## src/hw/rtl/a2pwm_pkg.sv

```systemverilog
package a2pwm_pkg;

	// field widths
	localparam int ADC_W    = 10;
	localparam int CAL_W    = 11;
	localparam int TOP_W    = 16;
	localparam int PCT_W    = 7;
	localparam int MS_W     = 16;
	localparam int CMP_W    = 16;
	localparam int EVT_W    = 2;
	localparam int CFG_IDX_W = 3;
	localparam int CFG_DATA_W = 16;

	// press timing
	localparam int TICK_MS   = 5;
	localparam int PRESS_CAP = 60000;

	// calibration fallback and reset values
	localparam logic [CAL_W-1:0] ADC_FULL = CAL_W'(1023);
	localparam logic [TOP_W-1:0] RST_PERIOD_TOP = TOP_W'(99);
	localparam logic [PCT_W-1:0] RST_DUTY_MIN = PCT_W'(15);
	localparam logic [PCT_W-1:0] RST_DUTY_MAX = PCT_W'(90);
	localparam logic [MS_W-1:0]  RST_DEBOUNCE = MS_W'(20);
	localparam logic [MS_W-1:0]  RST_LONG_PRESS = MS_W'(1000);
	localparam logic [PCT_W-1:0] PCT_FULL = PCT_W'(100);

	// serial divider sizes
	localparam int DIV_NUM_W = 27;
	localparam int DIV_DEN_W = 12;
	localparam int DIV_CNT_W = 5;
	localparam int DIV_LAST  = DIV_NUM_W - 1;

	// period plus one and the clamp bounds
	localparam int PER_W = TOP_W + 1;
	localparam int BND_W = TOP_W + 2;

	// percentage bounds: divide by one hundred through a reciprocal multiply,
	// exact for every numerator below 2^23
	localparam int PCT_NUM_W   = 23;
	localparam int PCT_RECIP_W = 24;
	localparam int PCT_PROD_W  = PCT_NUM_W + PCT_RECIP_W;
	localparam int PCT_SHIFT   = 30;
	localparam logic [PCT_RECIP_W-1:0] PCT_RECIP = PCT_RECIP_W'(10737419);

	// register indexes
	localparam logic [CFG_IDX_W-1:0] REG_PERIOD_TOP  = 3'd0;
	localparam logic [CFG_IDX_W-1:0] REG_DUTY_MIN    = 3'd1;
	localparam logic [CFG_IDX_W-1:0] REG_DUTY_MAX    = 3'd2;
	localparam logic [CFG_IDX_W-1:0] REG_DEBOUNCE    = 3'd3;
	localparam logic [CFG_IDX_W-1:0] REG_LONG_PRESS  = 3'd4;
	localparam logic [CFG_IDX_W-1:0] REG_INIT_MIN    = 3'd5;
	localparam logic [CFG_IDX_W-1:0] REG_INIT_MAX    = 3'd6;

	// save event codes
	localparam logic [EVT_W-1:0] EVT_NONE = 2'd0;
	localparam logic [EVT_W-1:0] EVT_MIN  = 2'd1;
	localparam logic [EVT_W-1:0] EVT_MAX  = 2'd2;

	// controller to datapath commands
	typedef struct packed {
		logic accept;
		logic mul;
		logic div_start;
		logic fix;
		logic out_load;
	} a2pwm_cmd_t;

	// datapath to controller status
	typedef struct packed {
		logic div_done;
		logic out_free;
	} a2pwm_sts_t;

	typedef enum logic [5:0] {
		ST_IDLE = 6'b000001,
		ST_MUL  = 6'b000010,
		ST_DIVS = 6'b000100,
		ST_DIVW = 6'b001000,
		ST_FIX  = 6'b010000,
		ST_DONE = 6'b100000
	} a2pwm_state_t;

endpackage

```

## src/hw/rtl/a2pwm_div.sv

```systemverilog
module a2pwm_div
	import a2pwm_pkg::*;
(
	input  logic                 clk,
	input  logic                 arst_n,
	input  logic                 start,
	input  logic [DIV_NUM_W-1:0] num,
	input  logic [DIV_DEN_W-1:0] den,
	output logic [DIV_NUM_W-1:0] quo,
	output logic                 done
);

	logic [DIV_NUM_W-1:0] quo_q;
	logic [DIV_DEN_W-1:0] rem_q;
	logic [DIV_DEN_W-1:0] den_q;
	logic [DIV_CNT_W-1:0] cnt_q;
	logic                 busy_q;
	logic                 done_q;
	logic [DIV_DEN_W:0]   trial;
	logic [DIV_DEN_W:0]   diff;
	logic                 fits;

	// one restoring step per cycle
	assign trial = {rem_q, quo_q[DIV_NUM_W-1]};
	assign diff  = trial - {1'b0, den_q};
	assign fits  = trial >= {1'b0, den_q};

	// control of the iteration
	always_ff @(posedge clk or negedge arst_n) begin
		if (!arst_n) begin
			busy_q <= 1'b0;
			done_q <= 1'b0;
			cnt_q  <= '0;
		end else if (start) begin
			busy_q <= 1'b1;
			done_q <= 1'b0;
			cnt_q  <= '0;
		end else if (busy_q) begin
			cnt_q <= cnt_q + DIV_CNT_W'(1);
			if (cnt_q == DIV_CNT_W'(DIV_LAST)) begin
				busy_q <= 1'b0;
				done_q <= 1'b1;
			end
		end
	end

	// quotient and remainder shift
	always_ff @(posedge clk) begin
		if (start) begin
			quo_q <= num;
			rem_q <= '0;
			den_q <= den;
		end else if (busy_q) begin
			quo_q <= {quo_q[DIV_NUM_W-2:0], fits};
			rem_q <= fits ? diff[DIV_DEN_W-1:0] : trial[DIV_DEN_W-1:0];
		end
	end

	assign quo  = quo_q;
	assign done = done_q;

endmodule

```

## src/hw/rtl/a2pwm_ctrl.sv

```systemverilog
module a2pwm_ctrl
	import a2pwm_pkg::*;
(
	input  logic       clk,
	input  logic       arst_n,
	input  logic       in_valid,
	output logic       in_stall,
	input  a2pwm_sts_t sts,
	output a2pwm_cmd_t cmd
);

	a2pwm_state_t state_q;
	a2pwm_state_t state_d;

	// next state and commands
	always_comb begin
		state_d = state_q;
		cmd     = '0;
		in_stall = 1'b1;
		case (state_q)
			ST_IDLE: begin
				in_stall = 1'b0;
				if (in_valid) begin
					cmd.accept = 1'b1;
					state_d    = ST_MUL;
				end
			end
			ST_MUL: begin
				cmd.mul = 1'b1;
				state_d = ST_DIVS;
			end
			ST_DIVS: begin
				cmd.div_start = 1'b1;
				state_d       = ST_DIVW;
			end
			ST_DIVW: begin
				if (sts.div_done) begin
					state_d = ST_FIX;
				end
			end
			ST_FIX: begin
				cmd.fix = 1'b1;
				state_d = ST_DONE;
			end
			ST_DONE: begin
				if (sts.out_free) begin
					cmd.out_load = 1'b1;
					state_d      = ST_IDLE;
				end
			end
			default: begin
				state_d = ST_IDLE;
			end
		endcase
	end

	// state register
	always_ff @(posedge clk or negedge arst_n) begin
		if (!arst_n) begin
			state_q <= ST_IDLE;
		end else begin
			state_q <= state_d;
		end
	end

endmodule

```

## src/hw/rtl/a2pwm_dp.sv

```systemverilog
module a2pwm_dp
	import a2pwm_pkg::*;
(
	input  logic                  clk,
	input  logic                  arst_n,
	input  logic                  cfg_write,
	input  logic [CFG_IDX_W-1:0]  cfg_index,
	input  logic [CFG_DATA_W-1:0] cfg_data,
	input  logic [ADC_W-1:0]      adc_average,
	input  logic                  button_down,
	output logic                  out_valid,
	input  logic                  out_stall,
	output logic [CMP_W-1:0]      compare_value,
	output logic [EVT_W-1:0]      save_event,
	output logic [CAL_W-1:0]      cal_min_out,
	output logic [CAL_W-1:0]      cal_max_out,
	input  a2pwm_cmd_t            cmd,
	output a2pwm_sts_t            sts
);

	// configuration registers
	logic [TOP_W-1:0] period_top_q;
	logic [PCT_W-1:0] duty_min_q;
	logic [PCT_W-1:0] duty_max_q;
	logic [MS_W-1:0]  debounce_q;
	logic [MS_W-1:0]  long_press_q;
	logic [CAL_W-1:0] init_min_q;
	logic [CAL_W-1:0] init_max_q;

	// calibration and press state
	logic [CAL_W-1:0] cal_min_q;
	logic [CAL_W-1:0] cal_max_q;
	logic [MS_W-1:0]  press_q;
	logic             was_down_q;

	// pipeline of one request
	logic [CAL_W-1:0]     adj_s1;
	logic [DIV_DEN_W-1:0] span1_s1;
	logic [PCT_W-1:0]     pmin_s1;
	logic [PCT_W-1:0]     pmax_s1;
	logic [EVT_W-1:0]     evt_s1;
	logic [CAL_W-1:0]     cmin_s1;
	logic [CAL_W-1:0]     cmax_s1;
	logic [DIV_NUM_W-1:0] prod_s2;
	logic [PCT_NUM_W-1:0] plo_s2;
	logic [PCT_NUM_W-1:0] phi_s2;
	logic [BND_W-1:0]     lo_div_s2;
	logic [BND_W-1:0]     hi_div_s2;
	logic [BND_W-1:0]     ccr_s3;
	logic [BND_W-1:0]     lo_s3;
	logic [BND_W-1:0]     hi_s3;

	logic             out_valid_q;
	logic [CMP_W-1:0] cmp_q;
	logic [EVT_W-1:0] evt_q;
	logic [CAL_W-1:0] cmin_q;
	logic [CAL_W-1:0] cmax_q;

	logic [DIV_NUM_W-1:0] q_ccr;
	logic                 d_ccr;

	// calibration reload with fallback
	logic [CAL_W-1:0] ld_min;
	logic [CAL_W-1:0] ld_max;
	logic [CAL_W-1:0] wr_min;
	logic [CAL_W-1:0] wr_max;

	always_comb begin
		wr_min = init_min_q;
		wr_max = init_max_q;
		if (cfg_index == REG_INIT_MIN) begin
			wr_min = cfg_data[CAL_W-1:0];
		end
		if (cfg_index == REG_INIT_MAX) begin
			wr_max = cfg_data[CAL_W-1:0];
		end
		if (wr_max <= wr_min) begin
			ld_min = '0;
			ld_max = ADC_FULL;
		end else begin
			ld_min = wr_min;
			ld_max = wr_max;
		end
	end

	// clamp of the reading to the current window
	logic [CAL_W-1:0] raw;
	logic [CAL_W-1:0] adc_c;
	logic [PCT_W-1:0] pmin_c;
	logic [PCT_W-1:0] pmax_c;

	always_comb begin
		raw   = {1'b0, adc_average};
		adc_c = raw;
		if (adc_c < cal_min_q) begin
			adc_c = cal_min_q;
		end
		if (adc_c > cal_max_q) begin
			adc_c = cal_max_q;
		end
		pmin_c = (duty_min_q > PCT_FULL) ? PCT_FULL : duty_min_q;
		pmax_c = (duty_max_q > PCT_FULL) ? PCT_FULL : duty_max_q;
	end

	// press timing and calibration update
	logic [MS_W:0]    press_inc;
	logic [MS_W-1:0]  press_d;
	logic [CAL_W-1:0] cal_min_d;
	logic [CAL_W-1:0] cal_max_d;
	logic [EVT_W-1:0] evt_d;

	always_comb begin
		press_inc = {1'b0, press_q} + (MS_W+1)'(TICK_MS);
		press_d   = press_q;
		cal_min_d = cal_min_q;
		cal_max_d = cal_max_q;
		evt_d     = EVT_NONE;
		if (button_down) begin
			if (press_q < MS_W'(PRESS_CAP)) begin
				if (press_inc > (MS_W+1)'(PRESS_CAP)) begin
					press_d = MS_W'(PRESS_CAP);
				end else begin
					press_d = press_inc[MS_W-1:0];
				end
			end
		end else if (was_down_q) begin
			if (press_q >= long_press_q) begin
				cal_max_d = raw;
				if (raw <= cal_min_q) begin
					cal_min_d = (raw != '0) ? raw - CAL_W'(1) : '0;
				end
				evt_d = EVT_MAX;
			end else if (press_q >= debounce_q) begin
				cal_min_d = raw;
				if (raw >= cal_max_q) begin
					cal_max_d = raw + CAL_W'(1);
				end
				evt_d = EVT_MIN;
			end
			press_d = '0;
		end
	end

	// configuration, calibration and press registers
	always_ff @(posedge clk or negedge arst_n) begin
		if (!arst_n) begin
			period_top_q <= RST_PERIOD_TOP;
			duty_min_q   <= RST_DUTY_MIN;
			duty_max_q   <= RST_DUTY_MAX;
			debounce_q   <= RST_DEBOUNCE;
			long_press_q <= RST_LONG_PRESS;
			init_min_q   <= '0;
			init_max_q   <= ADC_FULL;
			cal_min_q    <= '0;
			cal_max_q    <= ADC_FULL;
			press_q      <= '0;
			was_down_q   <= 1'b0;
		end else begin
			if (cfg_write) begin
				case (cfg_index)
					REG_PERIOD_TOP: period_top_q <= cfg_data[TOP_W-1:0];
					REG_DUTY_MIN:   duty_min_q   <= cfg_data[PCT_W-1:0];
					REG_DUTY_MAX:   duty_max_q   <= cfg_data[PCT_W-1:0];
					REG_DEBOUNCE:   debounce_q   <= cfg_data[MS_W-1:0];
					REG_LONG_PRESS: long_press_q <= cfg_data[MS_W-1:0];
					REG_INIT_MIN: begin
						init_min_q <= cfg_data[CAL_W-1:0];
						cal_min_q  <= ld_min;
						cal_max_q  <= ld_max;
					end
					REG_INIT_MAX: begin
						init_max_q <= cfg_data[CAL_W-1:0];
						cal_min_q  <= ld_min;
						cal_max_q  <= ld_max;
					end
					default: begin
					end
				endcase
			end else if (cmd.accept) begin
				cal_min_q  <= cal_min_d;
				cal_max_q  <= cal_max_d;
				press_q    <= press_d;
				was_down_q <= button_down;
			end
		end
	end

	// stage one: offset reading and span from the old window
	always_ff @(posedge clk) begin
		if (cmd.accept) begin
			adj_s1   <= adc_c - cal_min_q;
			span1_s1 <= DIV_DEN_W'(cal_max_q) - DIV_DEN_W'(cal_min_q) + DIV_DEN_W'(1);
			pmin_s1  <= pmin_c;
			pmax_s1  <= pmax_c;
			evt_s1   <= evt_d;
			cmin_s1  <= cal_min_d;
			cmax_s1  <= cal_max_d;
		end
	end

	// stage two: products with the period
	logic [PER_W-1:0] top1;
	logic [27:0]      prod_c;
	logic [27:0]      plo_c;
	logic [27:0]      phi_c;

	assign top1   = {1'b0, period_top_q} + PER_W'(1);
	assign prod_c = {17'd0, adj_s1} * {11'd0, top1};
	assign plo_c  = {21'd0, pmin_s1} * {11'd0, top1};
	assign phi_c  = {21'd0, pmax_s1} * {11'd0, top1};

	always_ff @(posedge clk) begin
		if (cmd.mul) begin
			prod_s2 <= prod_c[DIV_NUM_W-1:0];
			plo_s2  <= plo_c[PCT_NUM_W-1:0];
			phi_s2  <= phi_c[PCT_NUM_W-1:0];
		end
	end

	// serial divider for the scaled value
	a2pwm_div u_div_ccr (
		.clk    (clk),
		.arst_n (arst_n),
		.start  (cmd.div_start),
		.num    (prod_s2),
		.den    (span1_s1),
		.quo    (q_ccr),
		.done   (d_ccr)
	);

	// percentage bounds: divide by one hundred through the reciprocal
	logic [PCT_PROD_W-1:0] lo_prod_c;
	logic [PCT_PROD_W-1:0] hi_prod_c;

	assign lo_prod_c = {PCT_RECIP_W'(0), plo_s2} * {PCT_NUM_W'(0), PCT_RECIP};
	assign hi_prod_c = {PCT_RECIP_W'(0), phi_s2} * {PCT_NUM_W'(0), PCT_RECIP};

	always_ff @(posedge clk) begin
		if (cmd.div_start) begin
			lo_div_s2 <= BND_W'(lo_prod_c[PCT_PROD_W-1:PCT_SHIFT]);
			hi_div_s2 <= BND_W'(hi_prod_c[PCT_PROD_W-1:PCT_SHIFT]);
		end
	end

	// stage three: bound fix-ups
	logic [BND_W-1:0] lo_c;
	logic [BND_W-1:0] hi_c;
	logic [BND_W-1:0] top_b;

	always_comb begin
		top_b = {2'b00, period_top_q};
		lo_c  = lo_div_s2;
		hi_c  = hi_div_s2;
		if (lo_c == '0) begin
			lo_c = BND_W'(1);
		end
		if (hi_c >= top_b) begin
			hi_c = (top_b != '0) ? top_b - BND_W'(1) : '0;
		end
		if (hi_c <= lo_c) begin
			hi_c = lo_c + BND_W'(1);
		end
	end

	always_ff @(posedge clk) begin
		if (cmd.fix) begin
			ccr_s3 <= q_ccr[BND_W-1:0];
			lo_s3  <= lo_c;
			hi_s3  <= hi_c;
		end
	end

	// final clamp with saturation
	logic [BND_W-1:0] clamp_c;
	logic [CMP_W-1:0] sat_c;

	always_comb begin
		clamp_c = ccr_s3;
		if (clamp_c < lo_s3) begin
			clamp_c = lo_s3;
		end
		if (clamp_c > hi_s3) begin
			clamp_c = hi_s3;
		end
		sat_c = (clamp_c[BND_W-1:CMP_W] != '0) ? '1 : clamp_c[CMP_W-1:0];
	end

	// output register
	always_ff @(posedge clk or negedge arst_n) begin
		if (!arst_n) begin
			out_valid_q <= 1'b0;
		end else if (cmd.out_load) begin
			out_valid_q <= 1'b1;
		end else if (!out_stall) begin
			out_valid_q <= 1'b0;
		end
	end

	always_ff @(posedge clk) begin
		if (cmd.out_load) begin
			cmp_q  <= sat_c;
			evt_q  <= evt_s1;
			cmin_q <= cmin_s1;
			cmax_q <= cmax_s1;
		end
	end

	assign out_valid     = out_valid_q;
	assign compare_value = cmp_q;
	assign save_event    = evt_q;
	assign cal_min_out   = cmin_q;
	assign cal_max_out   = cmax_q;

	assign sts.div_done = d_ccr;
	assign sts.out_free = !out_valid_q || !out_stall;

endmodule

```

## src/hw/rtl/adc_to_pwm_duty_with_button_calibration_core.sv

```systemverilog
// ADC reading to PWM compare value, with push-button calibration.
// Input channel (in_valid/in_stall): one request per tick carrying the
// averaged reading and the button level. Output channel (out_valid/
// out_stall): one result per request with the compare value, the save
// event and the calibration window after the tick.
// Configuration: cfg_write with cfg_index and cfg_data writes one
// register; writing either initial calibration register reloads the
// window at once.
// The scaled value comes from the serial divider (27 steps, one quotient
// bit a cycle); both percentage bounds come from a reciprocal multiply
// meanwhile. The next request is taken while the previous result still
// sits in the output register.
// Press timing and calibration are updated at the accept edge unless
// cfg_write is high; the compare value uses the window before the update.
// Reset: configuration returns to its defaults, the window to 0..1023,
// press state clears and no result is pending.
// A stalled result holds; a finished request waits in the last step until
// the output register is free, and no new request is taken meanwhile.
module adc_to_pwm_duty_with_button_calibration_core
	import a2pwm_pkg::*;
(
	input  logic                  clk,
	input  logic                  arst_n,
	input  logic                  cfg_write,
	input  logic [CFG_IDX_W-1:0]  cfg_index,
	input  logic [CFG_DATA_W-1:0] cfg_data,
	input  logic                  in_valid,
	output logic                  in_stall,
	input  logic [ADC_W-1:0]      adc_average,
	input  logic                  button_down,
	output logic                  out_valid,
	input  logic                  out_stall,
	output logic [CMP_W-1:0]      compare_value,
	output logic [EVT_W-1:0]      save_event,
	output logic [CAL_W-1:0]      cal_min_out,
	output logic [CAL_W-1:0]      cal_max_out
);

	a2pwm_cmd_t cmd;
	a2pwm_sts_t sts;

	// sequencer
	a2pwm_ctrl u_ctrl (
		.clk      (clk),
		.arst_n   (arst_n),
		.in_valid (in_valid),
		.in_stall (in_stall),
		.sts      (sts),
		.cmd      (cmd)
	);

	// arithmetic, state and output register
	a2pwm_dp u_dp (
		.clk           (clk),
		.arst_n        (arst_n),
		.cfg_write     (cfg_write),
		.cfg_index     (cfg_index),
		.cfg_data      (cfg_data),
		.adc_average   (adc_average),
		.button_down   (button_down),
		.out_valid     (out_valid),
		.out_stall     (out_stall),
		.compare_value (compare_value),
		.save_event    (save_event),
		.cal_min_out   (cal_min_out),
		.cal_max_out   (cal_max_out),
		.cmd           (cmd),
		.sts           (sts)
	);

endmodule
```

## config.mk

```make
export PLATFORM = sky130hd
export DESIGN_NAME = adc_to_pwm_duty_with_button_calibration_core
export DESIGN_NICKNAME = d
export VERILOG_FILES = /design/src/hw/rtl/a2pwm_pkg.sv /design/src/hw/rtl/a2pwm_div.sv /design/src/hw/rtl/a2pwm_ctrl.sv /design/src/hw/rtl/a2pwm_dp.sv /design/src/hw/rtl/adc_to_pwm_duty_with_button_calibration_core.sv
export SDC_FILE = /design/constraint.sdc
export NUM_CORES = 2
export LEC_CHECK = 0
export BUFFER_PORTS_ARGS = -buffer_cell sky130_fd_sc_hd__buf_2
export CAP_MARGIN = 20
export CELL_PAD_IN_SITES_DETAIL_PLACEMENT = 1
export CELL_PAD_IN_SITES_GLOBAL_PLACEMENT = 1
export CORE_MARGIN = 1
export CORE_UTILIZATION = 35
export DETAILED_ROUTE_END_ITERATION = 8
export PLACE_DENSITY = 0.66
export SLEW_MARGIN = 20
export SYNTH_ARGS = -nofsm -noshare
export SYNTH_HDL_FRONTEND = slang
export SYNTH_SLANG_ARGS = --single-unit
```

## constraint.sdc

```tcl
create_clock -name clk -period 18 [get_ports clk]
set_input_delay 1.8 -clock clk [delete_from_list [all_inputs] [get_ports clk]]
set_output_delay 1.8 -clock clk [all_outputs]
set_load 0.05 [all_outputs]
```

# [Yosys cells after proc, flatten, opt, wreduce, memory -nomap -nowiden]
# Cells that the tools add are included.
[totals] register_bits=450 in_bits=35 output_inout_bits=42 word_cells=177
[op_classes] add_sub_neg=11 multipliers=5 n_lt_le_gt_ge=16 eq_ne=19 n_mux=60 bitwise_logic=2 reduce_logical=25
[ops] cell="11-bit 2-to-1 mux" count=23
[ops] cell="23-bit by 24-bit multiplier with 47-bit output (second input constant)" count=2
[ops] cell="18-bit 2-to-1 mux" count=5
[ops] cell="16-bit 2-to-1 mux" count=4
[ops] cell="27-bit 2-to-1 mux" count=2
[ops] cell="7-bit by 17-bit multiplier with 23-bit output" count=2
[ops] cell="6-bit one-hot mux with 6 select lines" count=1
[ops] cell="16-bit greater-or-equal comparator" count=2
[ops] cell="11-bit by 17-bit multiplier with 27-bit output" count=1
[ops] cell="17-bit by 1-bit adder with 18-bit output (second input constant)" count=1
[ops] cell="18-bit greater-than comparator" count=1
[ops] cell="18-bit by 17-bit <= comparator with 1-bit output" count=1
[ops] cell="18-bit zero test" count=1
[ops] cell="18-bit < comparator" count=1
[ops] cell="6-bit 2-to-1 mux" count=3
[ops] cell="16-bit by 1-bit adder with 17-bit output (second input constant)" count=1
[ops] cell="16-bit by 3-bit adder with 17-bit output (second input constant)" count=1
[ops] cell="17-bit by 16-bit greater-or-equal comparator with 1-bit output" count=1
[ops] cell="17-bit by 16-bit greater-than comparator with 1-bit output (second input constant)" count=1
[ops] cell="1-bit 2-to-1 mux" count=17
[ops] cell="17-bit 2-to-1 mux" count=1
[ops] cell="16-bit by 1-bit subtractor with 17-bit output (second input constant)" count=1
[ops] cell="16-bit < comparator (second input constant)" count=1
[ops] cell="2-bit AND reduction" count=8
[ops] cell="40 further kinds" count=56

# [Depth between registers and ports, before layout]
[depth] ltp_word=8 mapped_depth=32 ltp_nobuf=31

# [Modules after synthesis]
# From an unflattened synthesis, not the netlist that was laid out.
[unflattened] hier_cells=5391 hier_area_um2=54646.2
[modules_own_cells] mod="a2pwm_dp" n_inst=1 cells_each=5092 area_per_inst_um2=51231.6 seq_area_each_um2=10990.5
[modules_own_cells] mod="a2pwm_div" n_inst=1 cells_each=260 area_per_inst_um2=3078.0 seq_area_each_um2=1586.5
[modules_own_cells] mod="a2pwm_ctrl" n_inst=1 cells_each=39 area_per_inst_um2=336.6 seq_area_each_um2=151.4

# [Least setup slack after synthesis]
# No wires, ideal clock.
[synth_timing] path_type="input port to flip-flop" startpoint="input port adc_average[4]" endpoint="register u_dp.adj_s1[10], data pin" setup_time_ns=0.260 arrival_ns=6.693 required_ns=17.740 slack_ns=11.047 cell_stages=29 path_buffers=2 path_cell_list="ha_1 > a21o_1 > a21o_1 > a211oi_1 > o21ai_0 > clkbuf_1 > nand2_1 > o21ai_0 > ha_1 > nor2b_1 > o21a_1 > o21a_1 > o21ai_0 > a21oi_1 > a211oi_1 > a21oi_1 > clkbuf_1 > a21oi_1 > fa_1 > a21o_1 > a21oi_1 > o21ai_0 > a21oi_1 > nor2b_1 > o21a_1 > o21ai_0 > nand2b_1 > a21oi_1 > xor2_1"
[synth_between] elab_chain_cells=5
[synth_rtl] element="from (decl)" line="adc_to_pwm_duty_with_button_calibration_core.sv:29" text="input logic [ADC_W-1:0] adc_average,"
[synth_rtl] element="10-bit by 11-bit < comparator with 1-bit output" line="a2pwm_dp.sv:95" text="if (adc_c < cal_min_q) begin"
[synth_rtl] element="11-bit 2-to-1 mux *" line="a2pwm_dp.sv:95"
[synth_rtl] element="11-bit greater-than comparator" line="a2pwm_dp.sv:98" text="if (adc_c > cal_max_q) begin"
[synth_rtl] element="11-bit 2-to-1 mux *" line="a2pwm_dp.sv:98"
[synth_rtl] element="11-bit subtractor *" line="a2pwm_dp.sv:191" text="adj_s1 <= adc_c - cal_min_q;"
[synth_rtl] element="to (signal assigned)" line="a2pwm_dp.sv:191"
[synth_rtl] element="to (decl)" line="a2pwm_dp.sv:37" text="logic [CAL_W-1:0] adj_s1;"
# Mark *: on every way between the ends. The rest lies on a longest branch, timed or not.
# A chain may end at the register's enable or synchronous reset.

# [Worst setup path after layout]
[layout_timing] startpoint="register u_dp.period_top_q[0]" endpoint="register u_dp.prod_s2[26], data pin"
[layout_between] elab_chain_cells=2
[layout_rtl] element="from (decl)" line="a2pwm_dp.sv:22" text="logic [TOP_W-1:0] period_top_q;"
[layout_rtl] element="from (signal assigned)" line="a2pwm_dp.sv:161" text="REG_PERIOD_TOP: period_top_q <= cfg_data[TOP_W-1:0];"
[layout_rtl] element="16-bit by 1-bit adder with 17-bit output" line="a2pwm_dp.sv:207" text="assign top1 = {1'b0, period_top_q} + PER_W'(1);"
[layout_rtl] element="11-bit by 17-bit multiplier with 27-bit output" line="a2pwm_dp.sv:208" text="assign prod_c = {17'd0, adj_s1} * {11'd0, top1};"
[layout_rtl] element="named net u_dp.prod_c[26]" line="a2pwm_dp.sv:203" text="logic [27:0] prod_c;"
[layout_rtl] element="to (signal assigned)" line="a2pwm_dp.sv:214" text="prod_s2 <= prod_c[DIV_NUM_W-1:0];"
[layout_rtl] element="to (decl)" line="a2pwm_dp.sv:44" text="logic [DIV_NUM_W-1:0] prod_s2;"
# The timed path passes the listed nets, and every way through them passes these cells.

==> summary.txt <==
Synth
  – Count leader, synth: inv_1
  – Sequential share of the synthesized area: 0.233
  – Yosys Warn Count: 0
  – Ys async rst share: 0.305
  – Post-synth cell types: between 90 and 100
  – Syn avg cell area: between 9 and 10 sq um
  – Synth area leader: fa_1
  – Synth cell count leaders: inv_1 (1,091), ha_1 (822), fa_1 (672)
  – Top FF cell, synth: edfxtp_1
  – Syn Nets: around 7k
  – #FFs+latches synth: between 400 and 500
  – Syn Std Cell Area: roughly 0.055 sq mm
  – Largest cells by area after synthesis: fa_1 (25%), ha_1 (19%), edfxtp_1 (16%), inv_1 (7.5%), dfrtp_1 (4.4%)
  – Number of synthesized flops with an enable pin: 300
  – Mapped Cells: ~5.5k
  – Top cell type's share of synthesized area: 0.246

Worst setup path
  – FF-to-FF End: u_dp.prod_s2[26]
  – Critical path's slowest cell: dfstp_2
  – Worst-case reg-to-reg path depth: 22
  – Most frequent CP cell: fa_1
  – Crit path DAT: 8130 ps
  – Cell Chain, Critical Path: and3_1 -> and2_1 -> nand2_1 -> xnor2_2 -> buf_4 -> nand2_1 -> fa_1 -> fa_1 -> inv_1 -> fa_1 -> fa_1 -> fa_1 -> ha_1 -> nand3_1 -> nor4_1 -> o21ai_0 -> nand3_1 -> nand2_1 -> o211ai_1 -> a2111oi_0 -> a31oi_1 -> and4_1
  – Type of origin of the critical path: flip-flop
  – Worst Path Max Fanout: 26
  – Worst reg2reg startpoint: u_dp.period_top_q[0]
  – Critical path type: reg -> reg
  – Critical Path RT: approximately 19,000 ps
  – Max incr delay on CP: about 940 ps
  – CP delay by family, top: adder cells
  – CP endpoint kind: flip-flop
  – CP bufs+invs: 2
  – Reg2Reg Setup Slack: between 10,000 and 15,000 ps

Drt
  – ANT nets after route: 0
  – Post-DR vias/cell: 5.05
  – WL per Instance: roughly 20 um
  – DR iter-0 viols: around 1.9k
  – Total routed wirelength: roughly 150 mm
  – Routed vias: roughly 38k
  – Drt pass-1 iters: 6
  – DR DRC count: 0

Cells and area
  – Nets: between 7k and 8k
  – Area Overhead vs Synth: 8.25%
  – Layout cell share with drive strength beyond 1: 0.0669
  – Fin cells: ~7.6k
  – Layout Utilization: 0.383

CTS
  – Clock latency on the worst-skew pair: between 600 and 700 ps
  – Clock transition at path regs: ~70 ps
  – Post-CTS Setup Inserts: 0
  – Longest Clk Path Bufs: 3
  – Clock sinks: between 400 and 500
  – CTS root buf: clkbuf_16
  – Post-CTS Resized: 0
  – Hold_buf cts: 0
  – CTS H-Tree Depth: 2
  – CTS buffer count: 51
  – CTS tree: yes

GRT
  – Tot GR Track Use: 0.193
  – Vias in the first global route: about 43k
  – Largest net degree at the start of global routing: 74
  – First-pass GRT wire length: about 240 mm
  – GRT overflow: 0
  – Antenna violations before repair: 4

Min path
  – Hold Path Depth: 0
  – WHS Endpoint: u_dp.cal_max_out[9]
  – Tightest Hold Check Type: reg -> reg
  – Worst Hold Launch: u_dp.cmax_s1[9]

Timing
  – Worst Clk Skew: ~57 ps
  – Least-Margin Pin Slew: 1090 ps
  – Sum of negative setup slack: 0 ps
  – Tcrit/Tclk final: 0.423
  – Rel. slew slack: 0.272
  – RSZ-0062 raised after global routing: no
  – Hold Fails Final Rpt: 0
  – Max-slew violation count: 0
  – FMAX: 131 MHz
  – # setup viols final: 0
  – Post-layout min period: roughly 7600 ps

Floorplanning
  – DIE AREA: ~0.16 sq mm
  – Initial Util: 0.354
  – IO Pins: 77
  – Die Ht: just under 400 um
  – Core Region: between 0.15 and 0.2 sq mm
  – Row cnt: 144
  – Chip width: around 400 um

Placed design
  – Routability cong.: ~0.9
  – Placed cells: 7,479
  – PortBufs: between 70 and 80
  – DPL Wire Length: between 100 and 150 mm

Job
  – Max_cap viols: 0

Status
  – Run status: complete, no violations
[worst register-to-register path: stages, from the launching register on]
cell and delay (ps):
dfstp_2 940, and3_1 410, and2_1 220, nand2_1 120, xnor2_2 420, buf_4 400
nand2_1 150, fa_1 540, fa_1 510, inv_1 60, fa_1 570, fa_1 430
fa_1 460, ha_1 370, nand3_1 150, nor4_1 520, o21ai_0 200, nand3_1 150
nand2_1 100, o211ai_1 300, a2111oi_0 160, a31oi_1 160, and4_1 190
[layout make-up]
cell class	count	area [sq um]
Antenna cell	2	5.00
Clock buffer	64	1370
Clock inverter	32	430
Fill cell	17500	95300
Inverter	1096	4120
Multi-Input combinational cell	3781	37400
Sequential cell	449	12700
Tap cell	2044	2560
Timing Repair Buffer	109	649
[layout by cell type, fill, tap and decap left out, drive strengths merged, types with 64 or more instances in the layout]
cell    count
a21o      107
o21ai     191
mux2       71
fa        672
xnor2     141
clkbuf     64
and2      180
a21oi     200
nor2      204
ha        822
edfxtp    300
nor3       70
buf       109
inv      1099
dfrtp      96
nand3      67
nand2     546
[logic make-up (layout without fill, tap and decap cells)]
group | count (synthesis) | count (layout) | share of synthesized area
fa+ha+maj | 1494 | 1494 | 0.434
simple gates | 1267 | 1267 | 0.109
buf+inv | 1265 | 1301 | 0.0877
compound gates | 723 | 723 | 0.0853
flops | 449 | 449 | 0.233
xor+xnor | 177 | 177 | 0.0285
mux | 119 | 119 | 0.0235
other cells | 1 | 3 | 0.0000685
[stage by stage]
stage / setup slack (ps) / hold slack [ps] / area, sq um
finish: 10380 / 417 / 59300
global route: 9810 / 425 / 59300
CTS: 10430 / 423 / 59300
detailed placement: 10430 / 405 / 57500
global placement: 10450 / 403 / 57400
floorplan: 11050 / 400 / 54700
[how the worst max path moves through the flow]
stage          slack (ps)            startpoint  cells after the start               end
3_5_place_dp        10430  u_dp.period_top_q[0]                     22  u_dp.prod_s2[26]
6_report            10380  u_dp.period_top_q[0]                     22  u_dp.prod_s2[26]
4_1_cts             10430  u_dp.period_top_q[0]                     22  u_dp.prod_s2[26]
2_1_floorplan       11050        adc_average[4]                     29   u_dp.adj_s1[10]
3_3_place_gp        10450        adc_average[1]                     31   u_dp.adj_s1[10]
5_1_grt              9810  u_dp.period_top_q[0]                     21  u_dp.prod_s2[26]
[per-layer routing]
layer | vias up | routed length (um) | GRT usage
met1 | 19600 | 69600 | 0.264
met2 | 598 | 71600 | 0.327
met5 | - | 20 | 0
met4 | 2 | 3510 | 0.0454
li1 | 17900 | - | -
met3 | 190 | 5030 | 0.0188
[flip-flops by register name, summed over array words and instances (netlist names), 12 cells and up]
register / count
u_dp.ccr_s3: 18
u_dp.compare_value: 16
u_dp.debounce_q: 16
u_dp.hi_div_s2: 17
u_dp.hi_s3: 18
u_dp.lo_div_s2: 17
u_dp.lo_s3: 17
u_dp.long_press_q: 16
u_dp.period_top_q: 16
u_dp.phi_s2: 23
u_dp.plo_s2: 23
u_dp.press_q: 16
u_dp.prod_s2: 27
u_dp.span1_s1: 12
u_dp.u_div_ccr.den_q: 12
u_dp.u_div_ccr.quo: 27
u_dp.u_div_ccr.rem_q: 12
Power is left out: the tool's default activity adds up to more than one toggle a clock period on the data nets, which glitch-free logic cannot reach.
